===== config.mk =====
export PLATFORM = sky130hd
export DESIGN_NAME = framed_packet_receiver_crc8_core
export DESIGN_NICKNAME = d
export VERILOG_FILES = /design/src/design/fprc8_pkg.sv /design/src/design/fprc8_store.sv /design/src/design/fprc8_parser.sv /design/src/design/framed_packet_receiver_crc8_core.sv
export SDC_FILE = /design/constraint.sdc
export NUM_CORES = 1
export LEC_CHECK = 0
export BUFFER_PORTS_ARGS = -buffer_cell sky130_fd_sc_hd__buf_2
export CAP_MARGIN = 20
export CELL_PAD_IN_SITES_DETAIL_PLACEMENT = 2
export CELL_PAD_IN_SITES_GLOBAL_PLACEMENT = 2
export CORE_ASPECT_RATIO = 1.75
export CORE_MARGIN = 3
export CORE_UTILIZATION = 45
export CTS_CLUSTER_SIZE = 25
export DETAILED_ROUTE_END_ITERATION = 8
export HOLD_SLACK_MARGIN = 0.05
export MAX_ROUTING_LAYER = met4
export PLACE_DENSITY_LB_ADDON = 0.3
export SLEW_MARGIN = 20
export SYNTH_ARGS = -nofsm -noshare
export SYNTH_HDL_FRONTEND = slang
export SYNTH_SLANG_ARGS = --single-unit
export TNS_END_PERCENT = 10

===== constraint.sdc =====
create_clock -name clk_i -period 3.6 [get_ports clk_i]
set_input_delay 0.36 -clock clk_i [delete_from_list [all_inputs] [get_ports clk_i]]
set_output_delay 0.36 -clock clk_i [all_outputs]
set_load 0.02 [all_outputs]

===== src/design/fprc8_pkg.sv =====
// Package for the framed packet receiver: beat types, opcode and event codes,
// packet limits and the CRC-8 (poly 0x07) byte update. No dependencies.
package fprc8_pkg;

  localparam int unsigned MaxPayload  = 11;
  localparam int unsigned HeaderBytes = 4;
  localparam int unsigned StoreDepth  = 16;
  localparam int unsigned PosW        = $clog2(StoreDepth);

  localparam logic [7:0] PreambleByte = 8'h55;
  localparam logic [7:0] SyncByte     = 8'hF0;
  localparam logic [7:0] CrcPoly      = 8'h07;

  typedef enum logic [2:0] {
    OP_RX      = 3'd0,
    OP_TAKE    = 3'd1,
    OP_RELEASE = 3'd2,
    OP_READ    = 3'd3,
    OP_RESET   = 3'd4
  } opcode_e;

  typedef enum logic [2:0] {
    EV_NONE     = 3'd0,
    EV_PREAMBLE = 3'd1,
    EV_HEADER   = 3'd2,
    EV_PAYLOAD  = 3'd3,
    EV_ACCEPT   = 3'd4,
    EV_CRC_BAD  = 3'd5,
    EV_LEN_BAD  = 3'd6,
    EV_BUSY     = 3'd7
  } event_e;

  typedef struct packed {
    logic [2:0] opcode;
    logic [7:0] data_byte;
    logic [3:0] read_index;
  } in_item_t;

  typedef struct packed {
    logic [2:0] event_res;
    logic [3:0] byte_position;
    logic [7:0] read_data;
    logic       packet_ready;
    logic       buffer_held;
    logic       active;
  } out_item_t;

  typedef struct packed {
    logic [2:0] event_res;
    logic [3:0] byte_position;
    logic       packet_ready;
    logic       buffer_held;
    logic       active;
  } parse_res_t;

  typedef struct packed {
    logic            we;
    logic [PosW-1:0] waddr;
    logic [7:0]      wdata;
    logic            re;
    logic [PosW-1:0] raddr;
  } store_req_t;

  function automatic logic [7:0] crc8_update(logic [7:0] crc, logic [7:0] b);
    logic [7:0] c;
    c = crc ^ b;
    for (int i = 0; i < 8; i++) begin
      c = c[7] ? ((c << 1) ^ CrcPoly) : (c << 1);
    end
    return c;
  endfunction

endpackage


===== src/design/fprc8_store.sv =====
// Single packet buffer: 16 x 8 memory, one write and one registered read per beat.
// Depends on fprc8_pkg.
module fprc8_store
  import fprc8_pkg::*;
(
  input  logic       clk_i,
  input  logic       en_i,
  input  store_req_t req_i,
  output logic [7:0] rdata_o
);

  logic [7:0] mem [StoreDepth];
  logic [7:0] rdata_q;

  always_ff @(posedge clk_i) begin
    if (en_i) begin
      if (req_i.we) begin
        mem[req_i.waddr] <= req_i.wdata;
      end
      rdata_q <= req_i.re ? mem[req_i.raddr] : 8'h00;
    end
  end

  assign rdata_o = rdata_q;

endmodule


===== src/design/fprc8_parser.sv =====
// Deframer state machine: preamble/sync hunt, header and payload capture,
// CRC-8 check and client opcodes. Depends on fprc8_pkg.
module fprc8_parser
  import fprc8_pkg::*;
(
  input  logic       clk_i,
  input  logic       rst_ni,
  input  logic       fire_i,
  input  in_item_t   item_i,
  output parse_res_t res_o,
  output store_req_t req_o
);

  localparam logic [2:0] PhSearch = 3'd0;
  localparam logic [2:0] PhSync   = 3'd1;
  localparam logic [2:0] PhHeader = 3'd2;
  localparam logic [2:0] PhData   = 3'd3;
  localparam logic [2:0] PhCheck  = 3'd4;

  localparam logic [PosW-1:0] LastHdrPos = PosW'(HeaderBytes - 1);
  localparam logic [7:0]      MaxLen     = 8'(MaxPayload);

  logic [2:0]      phase_q, phase_d;
  logic [7:0]      crc_q, crc_d;
  logic [PosW-1:0] wpos_q, wpos_d;
  logic [7:0]      remain_q, remain_d;
  logic            held_q, held_d;
  logic            ready_q, ready_d, ready_mid;
  logic [2:0]      ev;
  logic [PosW-1:0] pos;
  logic [7:0]      b;

  assign b = item_i.data_byte;

  always_comb begin
    phase_d   = phase_q;
    crc_d     = crc_q;
    wpos_d    = wpos_q;
    remain_d  = remain_q;
    held_d    = held_q;
    ready_mid = ready_q;
    ev        = EV_NONE;
    pos       = '0;
    req_o     = '{we: 1'b0, waddr: wpos_q, wdata: b, re: 1'b0, raddr: item_i.read_index};

    unique case (item_i.opcode)
      OP_RX: begin
        unique case (phase_q)
          PhSearch: begin
            if (b == PreambleByte) begin
              phase_d = PhSync;
              ev      = EV_PREAMBLE;
            end
          end
          PhSync: begin
            if (b == SyncByte) begin
              if (!held_q) begin
                held_d  = 1'b1;
                phase_d = PhHeader;
                wpos_d  = '0;
                crc_d   = 8'h00;
              end else begin
                phase_d = PhSearch;
                ev      = EV_BUSY;
              end
            end else if (b == PreambleByte) begin
              ev = EV_PREAMBLE;
            end else begin
              phase_d = PhSearch;
            end
          end
          PhHeader: begin
            pos      = wpos_q;
            req_o.we = 1'b1;
            crc_d    = crc8_update(crc_q, b);
            wpos_d   = wpos_q + 1'b1;
            ev       = EV_HEADER;
            if (wpos_q == LastHdrPos) begin
              if (b == 8'h00) begin
                phase_d = PhCheck;
              end else if (b > MaxLen) begin
                held_d  = 1'b0;
                phase_d = PhSearch;
                ev      = EV_LEN_BAD;
              end else begin
                remain_d = b;
                phase_d  = PhData;
              end
            end
          end
          PhData: begin
            pos      = wpos_q;
            req_o.we = 1'b1;
            crc_d    = crc8_update(crc_q, b);
            wpos_d   = wpos_q + 1'b1;
            ev       = EV_PAYLOAD;
            remain_d = remain_q - 8'd1;
            if (remain_d == 8'd0) begin
              phase_d = PhCheck;
            end
          end
          PhCheck: begin
            phase_d = PhSearch;
            if (b == crc_q) begin
              ready_mid = 1'b1;
              ev        = EV_ACCEPT;
            end else begin
              held_d = 1'b0;
              ev     = EV_CRC_BAD;
            end
          end
          default: phase_d = PhSearch;
        endcase
      end
      OP_TAKE: ;
      OP_RELEASE: held_d = 1'b0;
      OP_READ: req_o.re = 1'b1;
      OP_RESET: begin
        phase_d   = PhSearch;
        held_d    = 1'b0;
        ready_mid = 1'b0;
      end
      default: ;
    endcase

    ready_d = (item_i.opcode == OP_TAKE) ? 1'b0 : ready_mid;

    res_o.event_res     = ev;
    res_o.byte_position = pos;
    res_o.packet_ready  = ready_mid;
    res_o.buffer_held   = held_d;
    res_o.active        = held_d || ready_d || (phase_d != PhSearch && phase_d != PhSync);
  end

  always_ff @(posedge clk_i or negedge rst_ni) begin
    if (!rst_ni) begin
      phase_q  <= PhSearch;
      crc_q    <= 8'h00;
      wpos_q   <= '0;
      remain_q <= 8'h00;
      held_q   <= 1'b0;
      ready_q  <= 1'b0;
    end else if (fire_i) begin
      phase_q  <= phase_d;
      crc_q    <= crc_d;
      wpos_q   <= wpos_d;
      remain_q <= remain_d;
      held_q   <= held_d;
      ready_q  <= ready_d;
    end
  end

endmodule


===== src/design/framed_packet_receiver_crc8_core.sv =====
// Framed packet receiver top level: input register, parser, packet buffer and
// result register. Depends on fprc8_pkg, fprc8_parser and fprc8_store.
//
//   channel   direction   handshake              beat
//   input     in          in_valid_i/in_stall_o  in_item_i (in_item_t)
//   result    out         out_valid_o/out_stall_i out_item_o (out_item_t)
//
// One beat per cycle unless the result stalls; each beat gives one result.
// The parse step and CRC byte update sit between the input and result registers.
// Reset clears the parser state and both valid flags; the buffer holds no reset.
// A stalled result holds the result register; the input register then fills
// and in_stall_o rises only when both are occupied.
module framed_packet_receiver_crc8_core
  import fprc8_pkg::*;
(
  input  logic      clk_i,
  input  logic      rst_ni,
  input  logic      in_valid_i,
  output logic      in_stall_o,
  input  in_item_t  in_item_i,
  output logic      out_valid_o,
  input  logic      out_stall_i,
  output out_item_t out_item_o
);

  logic       in_valid_q, out_valid_q;
  in_item_t   in_q;
  parse_res_t res_d, res_q;
  store_req_t req;
  logic [7:0] rdata;
  logic       advance, fire;

  assign advance    = !out_valid_q || !out_stall_i;
  assign fire       = in_valid_q && advance;
  assign in_stall_o = in_valid_q && !advance;

  always_ff @(posedge clk_i or negedge rst_ni) begin
    if (!rst_ni) begin
      in_valid_q  <= 1'b0;
      out_valid_q <= 1'b0;
    end else begin
      if (!in_stall_o) begin
        in_valid_q <= in_valid_i;
      end
      if (advance) begin
        out_valid_q <= in_valid_q;
      end
    end
  end

  always_ff @(posedge clk_i) begin
    if (in_valid_i && !in_stall_o) begin
      in_q <= in_item_i;
    end
    if (fire) begin
      res_q <= res_d;
    end
  end

  fprc8_parser u_parser (
    .clk_i  (clk_i),
    .rst_ni (rst_ni),
    .fire_i (fire),
    .item_i (in_q),
    .res_o  (res_d),
    .req_o  (req)
  );

  fprc8_store u_store (
    .clk_i   (clk_i),
    .en_i    (fire),
    .req_i   (req),
    .rdata_o (rdata)
  );

  assign out_valid_o = out_valid_q;
  assign out_item_o  = '{
    event_res:     res_q.event_res,
    byte_position: res_q.byte_position,
    read_data:     rdata,
    packet_ready:  res_q.packet_ready,
    buffer_held:   res_q.buffer_held,
    active:        res_q.active
  };

  a_stall_only_when_blocked: assert property (@(posedge clk_i) disable iff (!rst_ni)
    in_stall_o |-> (out_valid_o && out_stall_i))
    else $error("input stalled while result side is free");

  a_fire_gives_result: assert property (@(posedge clk_i) disable iff (!rst_ni)
    fire |=> out_valid_o)
    else $error("processed beat left no result");

  a_accept_marks_ready: assert property (@(posedge clk_i) disable iff (!rst_ni)
    (out_valid_o && out_item_o.event_res == EV_ACCEPT) |->
      (out_item_o.packet_ready && out_item_o.active))
    else $error("accepted packet not marked ready");

  a_drop_frees_buffer: assert property (@(posedge clk_i) disable iff (!rst_ni)
    (out_valid_o && (out_item_o.event_res == EV_CRC_BAD ||
                     out_item_o.event_res == EV_LEN_BAD)) |->
      (!out_item_o.buffer_held && out_item_o.read_data == 8'h00))
    else $error("dropped packet still holds the buffer");

endmodule


======== After elaboration in Yosys (flattened, before gate mapping) ========
Memory sizes are Yosys's and may differ from the RTL's. A register that Yosys moved wholly into a read port is not among the register bits.
Cells that the tools add are included.
W data, S select, Z words.
cells by class
  order comparisons ....................... 1
  eq/ne operators ......................... 18
  muxes and demuxes ....................... 53
  reduce and logical (&&, ||, !) cells .... 24
  $add $sub $neg .......................... 2
  bitwise logic cells ..................... 9
operators with widths
  cell                   number
  $mux W3                19
  $mux W8                5
  $pmux W8 S2            2
  $not A3 Y3             8
  $logic_not A8 Y1       2
  $mux W1                16
  $pmux W3 S5            1
  $eq A3 B2 Y1 const B   4
  $pmux W3 S4            1
  $eq A8 B7 Y1 const B   1
  $eq A8 B8 Y1           1
  $eq A8 B8 Y1 const B   1
  $gt A8 B4 Y1 const B   1
  $mux W4                2
  $pmux W4 S2            1
  $sub A8 B1 Y8 const B  1
  $xor A8 B8 Y8          1
  $eq A3 B1 Y1 const B   2
  $eq A3 B3 Y1 const B   2
  $logic_not A3 Y1       2
  $ne A2 B2 Y1 const B   3
  $pmux W3 S2            1
  $reduce_and A6 Y1      1
  $logic_not A1 Y1       5
  14 further kinds       24
storage, ports and cells
  input port bits ......................... 19
  output and inout bits ................... 20
  word-level logic and storage cells ...... 124
  bits in registers ....................... 52
  RAM bits ................................ 128
  memories ................................ 1
memories
  name         words  width  read ports  clocked after Yosys merged registers in  wr ports  RTL line           source
  u_store.mem  16     8      1           1                                        1         fprc8_store.sv:12  logic [7:0] mem [StoreDepth];

======== Depth between registers and ports, before layout ========
Gate-level depths: netlist of run 1.
  word-level depth ........................ 18
  mapped depth ............................ 8
  depth with buffers taken out ............ 7

======== Hierarchy ========
From an unflattened synthesis of run 1, not the netlist that was laid out.
unflattened totals
  cells, all modules ...................... 533
  area total of the unflattened synthesis .. 8214.1 um2
modules (own cells, without submodules)
  module                            area each (um2)  seq. area each (um2)  cells an instance  times used
  fprc8_store                       5270.1           4083.9                244                1
  fprc8_parser                      2100.8           625.6                 256                1
  framed_packet_receiver_crc8_core  843.3            800.8                 33                 1

======== Worst setup path before layout of run 1 ========
OpenSTA, ideal clock, no wires.
  path type ............................... flip-flop to flip-flop
  from .................................... register in_q[12] (netlist bit)
  to ...................................... memory u_store.mem[0][0] (enable)
  library setup time ...................... 0.383 ns
  stages on the path, launching flop included .. 7
  path slack .............................. 0.958 ns
  data required time ...................... 3.217 ns
  arrival time ............................ 2.258 ns
  buffers on the path ..................... 2
  clock period less this slack ............ 2.642 ns
  path through ............................ edfxtp_1 or3_1 buf_2 nor3_1 clkbuf_1 nand2_1 nor3_1
on the way
  longest elaborated chain between the ends .. 5
RTL lines
  element                        RTL line                                source
  from (decl)                    framed_packet_receiver_crc8_core.sv:27  in_item_t in_q;
  from (signal assigned)         framed_packet_receiver_crc8_core.sv:53  in_q <= in_item_i;
  $logic_not A3 Y1               fprc8_parser.sv:46                      unique case (item_i.opcode)
  $mux W1                        fprc8_parser.sv:46
  $mux W1                        fprc8_store.sv:17                       if (req_i.we) begin
  $mux W1                        fprc8_store.sv:16                       if (en_i) begin
  $mux W1 (not written as such)  fprc8_store.sv:18                       mem[req_i.waddr] <= req_i.wdata;
  to (decl)                      fprc8_store.sv:12
Every way passes these cells.

======== Worst setup path in the final report of run 1 ========
  from .................................... register in_q[12] (netlist bit)
  to ...................................... memory u_store.mem[14][0] (enable)
Same word-level chain as after synthesis.

==> results of run 1 <==
-- registers in the layout (all words and copies together), names as in the netlist, named ones only --
register,flops
in_q,15
u_parser.held_q,1
u_parser.remain_q,8
u_parser.crc_q,8
u_store.mem,128
u_parser.wpos_q,4
out_valid_o,1
u_parser.ready_q,1
u_parser.phase_q,2
u_store.rdata_o,8
out_item_o,10
in_valid_q,1
-- layer usage --
| metal | global-route usage | part of all wire |
|---|---|---|
| met1 | 0.268 | 0.35 |
| met2 | 0.438 | 0.56 |
| met3 | 0.0450 | 0.042 |
| met4 | 0.120 | 0.046 |
| met5 | - | 0 |
-- worst max-delay path: stages, from the launching register on --
cell and delay, ns:
edfxtp_1 0.48, or3_1 0.56, nor3_1 0.53, nand2_1 0.30, nor2_1 0.70
-- where the power goes --
part	switching, W	internal, W
Sequential	0.0000324	0.00240
Combinational	0.000160	0.000116
Clock	0.000894	0.000911
-- area by class of cell --
| class | count | area (um2) |
|---|---|---|
| Clock buffer | 17 | 425 |
| Clock inverter | 14 | 133 |
| Tap cell | 227 | 284 |
| Fill cell | 1629 | 8110 |
| Multi-Input combinational cell | 270 | 2350 |
| Sequential cell | 188 | 5510 |
| Inverter | 8 | 30.0 |
| Timing Repair Buffer | 58 | 343 |
-- timing repair --
action	CTS	global route
buffers inserted	0	0
hold buffers	1	0
endpoints found under the hold margin	27	0
-- how the worst max path moves through the flow --
stage               slack (ns)  cells past startpoint            endpoint
floorplan                 0.96                      6   u_store.mem[0][0]
global placement          0.95                      4   u_store.mem[7][1]
detailed placement        0.66                      4   u_store.mem[9][7]
CTS                       0.62                      4  u_store.mem[14][6]
global route              0.48                      4  u_store.mem[10][5]
finish                    0.64                      4  u_store.mem[14][0]
-- layout by cell type (no fill, tap or decap), types with 7 or more instances in the layout --
cell type  count
a21oi_1       14
buf_2         38
buf_4         19
clkbuf_16     17
dfrtp_1       27
edfxtp_1     161
ha_1           9
inv_1          8
mux4_2        40
nand2_1       33
nand2b_1       7
nor2_1        33
nor2b_1       10
nor3_1        12
o21ai_0       24
o21ai_1        8
xnor2_1       12
-- metrics by stage --
stage                     setup slack, ns  cell area [um2]  power (W)  instances  hold WS [ns]
after global routing                0.481             9080    0.00465        782        0.0780
after detailed placement            0.661             8510    0.00276        750         0.438
after floorplan                     0.958             7990    0.00264        488        0.0644
after global placement              0.949             8510    0.00274        750         0.433
after CTS                           0.623             9080    0.00455        782        0.0813
final                               0.635             9080    0.00451        782        0.0931
-- logic make-up after synthesis --
kind of cell	count (synthesis)
fa+ha+maj	9
compound gates	70
mux	40
simple gates	130
flops	188
xor+xnor	21
buf+inv	30
==> run_results.csv, run 1 <==
group,metric,value,unit
status,status,"completed",
detailed_routing,routed_wl,22000,um
logic_synthesis,synth-edff-count,161,
timing,relSlewSlack,0.368,
timing,timing.final.crit_share,0.823,
critical_path,arrival,3.02,ns
critical_path,rr_worst_depth,4,
logic_synthesis,ys.flop_type,"edfxtp_1",
floorplanning,core,0.0172,mm2
logic_synthesis,ys_types,53,
detailed_routing,wl_per_cell,28.1,um
logic_synthesis,async_reset_ff_frac,0.144,
power_and_ir_drop,irDropWorstVdd,303,uV
logic_synthesis,synthTopCellsByArea,"edfxtp_1 61%, mux4_2 11%, dfrtp_1 8.5%, nand2_1 1.6%, nor2_1 1.6%",
placed_design,dp_hpwl,15400,um
logic_synthesis,yosysMostFrequentCell,"edfxtp_1",
logic_synthesis,syn_area,0.00799,mm2
power_and_ir_drop,powerDensity,497,mW/mm2
floorplanning,io_pins,39,
timing,worst-slew-pin-transition,0.944,ns
global_routing,grt_usage,0.249,
logic_synthesis,synth_compound_area_frac,0.0532,
floorplanning,die_x,107,um
detailed_routing,routed-via-count,4613,
detailed_routing,ant_nets,0,
critical_path,r2r_slack,0.64,ns
timing,fmax,0.337,GHz
final_layout,nNetsFinal,571,
logic_synthesis,synth_top_cell_by_area,"edfxtp_1",
floorplanning,initial_utilization,0.465,
clocking,cts_tree,"yes",
logic_synthesis,synthesis.nets,516,
timing,drv_slew,0,
critical_path,reg2reg_from,"in_q[12]",
logic_synthesis,muxShareOfSynthArea,0.113,
critical_path,r2r_end,"u_store.mem[14][0]",
timing,rsz0062_at_grt,"no",
worst_hold_path,hold_depth,1,
worst_hold_path,min_to,"in_q[4]",
final_layout,drive_gt1_frac,0.234,
global_routing,grt-ovfl-total,0,
placed_design,place.gp.congestion,0.855,
global_routing,grt_pass1_vias,5305,
clocking,root_buffer,"clkbuf_16",
clocking,cts_buffers,17,
logic_synthesis,syn_avg_cell_area,16.4,um2
clocking,insertion_delay,0.44,ns
timing,setup_viol,0,
critical_path,start_kind,"register",
critical_path,path_max_fanout,9,
critical_path,cp.required,3.66,ns
critical_path,critPathCaptureType,"register",
logic_synthesis,synth-adder-area-share,0.0141,
logic_synthesis,yosysSeqAreaShare,0.690,
detailed_routing,dr.pass1.iters,4,
detailed_routing,drt_iter0_markers,346,
timing,hold_viol_final,0,
clocking,cts.clk_slew.worst_paths,0.08,ns
clocking,clockBufferDepth,2,
timing,finalSetupTns,0,ns
worst_hold_path,min_from,"in_item_i[4]",
clocking,post_cts_resized,0,
logic_synthesis,synth_warnings,0,
logic_synthesis,synth_top_family_by_area,"multiplexers",
global_routing,grt_max_degree,33,
final_layout,utilization,0.528,
floorplanning,die_y,182,um
clocking,h-tree-depth,4,
timing,fin_worst_skew,0.0168,ns
detailed_routing,viasPerCell,5.90,
detailed_routing,drc,0,
logic_synthesis,ys_ff_latch,188,
placed_design,io_buffers,38,
flow_run,max-cap-violations,0,
logic_synthesis,synth-simple-area-share,0.0824,
final_layout,num_antenna_cells,0,
floorplanning,dieArea,0.0195,mm2
logic_synthesis,synthCells,488,
worst_hold_path,hold_class,"in2reg",
logic_synthesis,synth_top_cell_area_share,0.605,
power_and_ir_drop,power.leakage,3.15,nW
floorplanning,num_rows,63,
critical_path,worstSetupPathType,"reg2reg",
logic_synthesis,synth-xor-area-share,0.0321,
timing,final.min_clock_period,2.96,ns
logic_synthesis,netlist_top_cells_count,"161 x edfxtp_1, 40 x mux4_2, 33 x nand2_1, 33 x nor2_1, 27 x dfrtp_1",
critical_path,worstSetupStartpoint,"in_q[12]",
global_routing,grt_pass1_wl,33700,um
global_routing,antenna_found_initial,0,
clocking,numClockSinks,188,
final_layout,area_growth,13.6,%
No activity file was read; power rests on OpenSTA's default activity.
==> run 2, diff against run 1 <==
--- a/config.mk
+++ b/config.mk
@@ -5,13 +5,14 @@
 export SDC_FILE = /design/constraint.sdc
 export NUM_CORES = 1
 export LEC_CHECK = 0
+export ABC_AREA = 1
 export BUFFER_PORTS_ARGS = -buffer_cell sky130_fd_sc_hd__buf_2
 export CAP_MARGIN = 20
 export CELL_PAD_IN_SITES_DETAIL_PLACEMENT = 2
 export CELL_PAD_IN_SITES_GLOBAL_PLACEMENT = 2
 export CORE_ASPECT_RATIO = 1.75
 export CORE_MARGIN = 3
-export CORE_UTILIZATION = 45
+export CORE_UTILIZATION = 38
 export CTS_CLUSTER_SIZE = 25
 export DETAILED_ROUTE_END_ITERATION = 8
 export HOLD_SLACK_MARGIN = 0.05
==> constraint.sdc (replaced) <==
create_clock -name clk_i -period 2.54 [get_ports clk_i]
set_input_delay 0.254 -clock clk_i [delete_from_list [all_inputs] [get_ports clk_i]]
set_output_delay 0.254 -clock clk_i [all_outputs]
set_load 0.02 [all_outputs]
==> run 2 against run 1 <==
- largest cell class unchanged
- clock skew grew 0.0025 ns
- final cell count grew 33%
- worst hold slack gained 0.020 ns
- sequential power grew 43%
- sequential share of layout area shrank 3.3 points
- clock power grew 43%
- routed wire length grew 20%
==> run_results.csv, run 2 <==
group,metric,value,unit
global_routing,grt_pass1_wl,40600,um
timing,finalSetupTns,0,ns
timing,setup_viol,0,
global_routing,grt-ovfl-total,0,
final_layout,top_register,"u_store.mem",
floorplanning,die_x,117,um
placed_design,io_buffers,38,
critical_path,reg2reg_from,"in_q[6]",
critical_path,r2r_end,"out_item_o[0]",
timing,drv_slew,0,
floorplanning,dieArea,0.0234,mm2
floorplanning,io_pins,39,
power_and_ir_drop,combPwrFrac,0.091,
final_layout,num_antenna_cells,0,
global_routing,grt_pass1_vias,6616,
detailed_routing,drt_iter0_markers,477,
timing,rsz0062_at_grt,"no",
logic_synthesis,ys.flop_type,"edfxtp_1",
power_and_ir_drop,irDropWorstVdd,350,uV
critical_path,cp_slowest_cell,"edfxtp_1",
logic_synthesis,yosysMostFrequentCell,"edfxtp_1",
timing,final.min_clock_period,2.26,ns
final_layout,drive_gt1_frac,0.177,
placed_design,dpl.cell_count,994,
detailed_routing,ant_nets,0,
power_and_ir_drop,powerDensity,695,mW/mm2
floorplanning,core,0.0210,mm2
floorplanning,num_rows,70,
timing,timing.hold.ws,0.113,ns
timing,fin_worst_skew,0.0192,ns
critical_path,start_kind,"register",
final_layout,nNetsFinal,806,
power_and_ir_drop,p_clk_frac,0.388,
timing,timing.final.crit_share,0.889,
clocking,cts.clk_slew.worst_paths,0.06,ns
global_routing,grt_usage,0.244,
timing,relSlewSlack,0.510,
placed_design,dp_hpwl,18000,um
final_layout,final_cell_mix,"161 x edfxtp_1, 105 x nor2_1, 85 x nand2_1",
clocking,post_cts_resized,0,
detailed_routing,drc,0,
floorplanning,die_y,200,um
detailed_routing,routed_wl,26300,um
detailed_routing,dr.pass1.iters,4,
critical_path,cp_cell_sequence,"xnor2_1 > ha_1 > and3_1 > nand4_1 > nand3_1 > nand2_1 > nand2_1 > nor2_1 > nand3_1",
logic_synthesis,synth_warnings,0,
clocking,clockBufferDepth,2,
logic_synthesis,syn_avg_cell_area,11.9,um2
logic_synthesis,synth-edff-count,161,
timing,fmax,0.443,GHz
critical_path,path_max_fanout,10,
logic_synthesis,ys_ff_latch,188,
logic_synthesis,yosysSeqAreaShare,0.673,
clocking,cts_hold_buffers,17,
worst_hold_path,hold_class,"in2reg",
detailed_routing,wl_per_cell,25.2,um
clocking,h-tree-depth,4,
final_layout,nFillCells,2143,
final_layout,layout_commonest_cell,"edfxtp_1",
critical_path,r2r_slack,0.28,ns
power_and_ir_drop,total_power,0.00668,W
placed_design,place.gp.congestion,0.798,
critical_path,rr_worst_depth,9,
floorplanning,initial_utilization,0.390,
critical_path,arrival,2.57,ns
detailed_routing,viasPerCell,5.61,
logic_synthesis,synth_top_cell_by_area,"edfxtp_1",
clocking,insertion_delay,0.45,ns
critical_path,crit_end,"out_item_o[0]",
final_layout,utilization,0.457,
global_routing,grt_max_degree,33,
critical_path,cp.required,2.85,ns
final_layout,area_growth,17.3,%
logic_synthesis,ys_types,38,
flow_run,max-cap-violations,0,
critical_path,critPathCaptureType,"register",
critical_path,worstSetupPathType,"reg2reg",
power_and_ir_drop,p_sw,0.00168,W
timing,worst-slew-pin-transition,0.734,ns
power_and_ir_drop,power_frac_seq,0.521,
status,status,"completed",
logic_synthesis,syn_area,0.00819,mm2
logic_synthesis,async_reset_ff_frac,0.144,
clocking,cts_buffers,17,
logic_synthesis,synthCells,691,
power_and_ir_drop,power.leakage,3.55,nW
clocking,post-cts-setup-buffers,0,
clocking,cts_tree,"yes",
logic_synthesis,synthTopCellsByArea,"edfxtp_1 59%, dfrtp_1 8.3%, o21ai_0 4.8%, nor2_1 4.8%, nand2_1 3.9%",
final_layout,final_cell_count_no_fill,1043,
power_and_ir_drop,p_int,0.00500,W
clocking,root_buffer,"clkbuf_16",
critical_path,slowest_delay,0.64,ns
final_layout,largest_register_ffs,128,
logic_synthesis,synth_top_cell_area_share,0.590,
power_and_ir_drop,sw_frac_of_total,0.251,
global_routing,antenna_found_initial,0,
timing,hold_viol_final,0,
critical_path,worstSetupStartpoint,"in_q[6]",
logic_synthesis,synthesis.nets,719,
clocking,numClockSinks,188,
logic_synthesis,netlist_top_cells_count,"161 x edfxtp_1, 105 x nor2_1, 85 x nand2_1, 79 x o21ai_0, 38 x inv_1",
detailed_routing,routed-via-count,5849,
run 2: cells by family after synthesis:
group,count (synthesis),synth area share
and+or+nand+nor,248,0.133
buffers and inverters,69,0.0350
DFF,188,0.673
xor gates and xnor gates,21,0.0261
adders and majority gates,9,0.0138
AOI/OAI and AO/OA,156,0.119
run 2: worst max-delay path, delay by kind of cell (launching register included):
| family | cells | cell delay (ns) |
|---|---|---|
| DFF | 1 | 0.64 |
| adders and majority gates | 1 | 0.23 |
| and+or+nand+nor | 7 | 0.77 |
| xor gates and xnor gates | 1 | 0.49 |
run 2: stage by stage:
stage	setup slack, ns	area [um2]
after floorplan	0.286	8190
after global placement	0.378	8870
after detailed placement	0.284	8870
after CTS	0.238	9610
after global routing	0.0289	9610
final	0.281	9610
run 2: worst min path at each step:
stage,slack (ns),endpoint,startpoint,depth (start not counted)
finish,0.11,out_valid_o,out_stall_i,3
global route,0.13,out_valid_o,out_stall_i,3
CTS,0.09,out_valid_o,out_stall_i,3
detailed placement,0.35,in_valid_q,rst_ni,1
global placement,0.35,out_valid_o,rst_ni,1
floorplan,-0.04,asynchronous set/reset pin,rst_ni,0
run 2: layout make-up:
| cell class | instances | area [um2] | area share |
|---|---|---|---|
| Clock inverter | 13 | 118 | 0.0122 |
| Sequential cell | 188 | 5510 | 0.574 |
| Timing Repair Buffer | 94 | 666 | 0.0693 |
| Multi-Input combinational cell | 434 | 2390 | 0.249 |
| Inverter | 43 | 161 | 0.0168 |
| Clock buffer | 19 | 443 | 0.0461 |
| Tap cell | 252 | 315 | 0.0328 |
run 2: power groups by stage:
stage	clock network [W]	logic (W)	registers (W)
5_1_grt	0.00276	0.000669	0.00349
3_3_place_gp	0	0.000558	0.00354
6_report	0.00259	0.000609	0.00348
4_1_cts	0.00264	0.000617	0.00348
3_5_place_dp	0	0.000589	0.00355
2_1_floorplan	0	0.000276	0.00359
run 2: metal layers:
metal / share of wire / global-route usage / vias to the layer above / routed length, um
met5: 0 / - / - / 0
met2: 0.56 / 0.427 / 129 / 14600
met4: 0.045 / 0.115 / 0 / 1190
li1: - / - / 2654 / -
met3: 0.030 / 0.0360 / 52 / 801
met1: 0.37 / 0.265 / 3014 / 9650
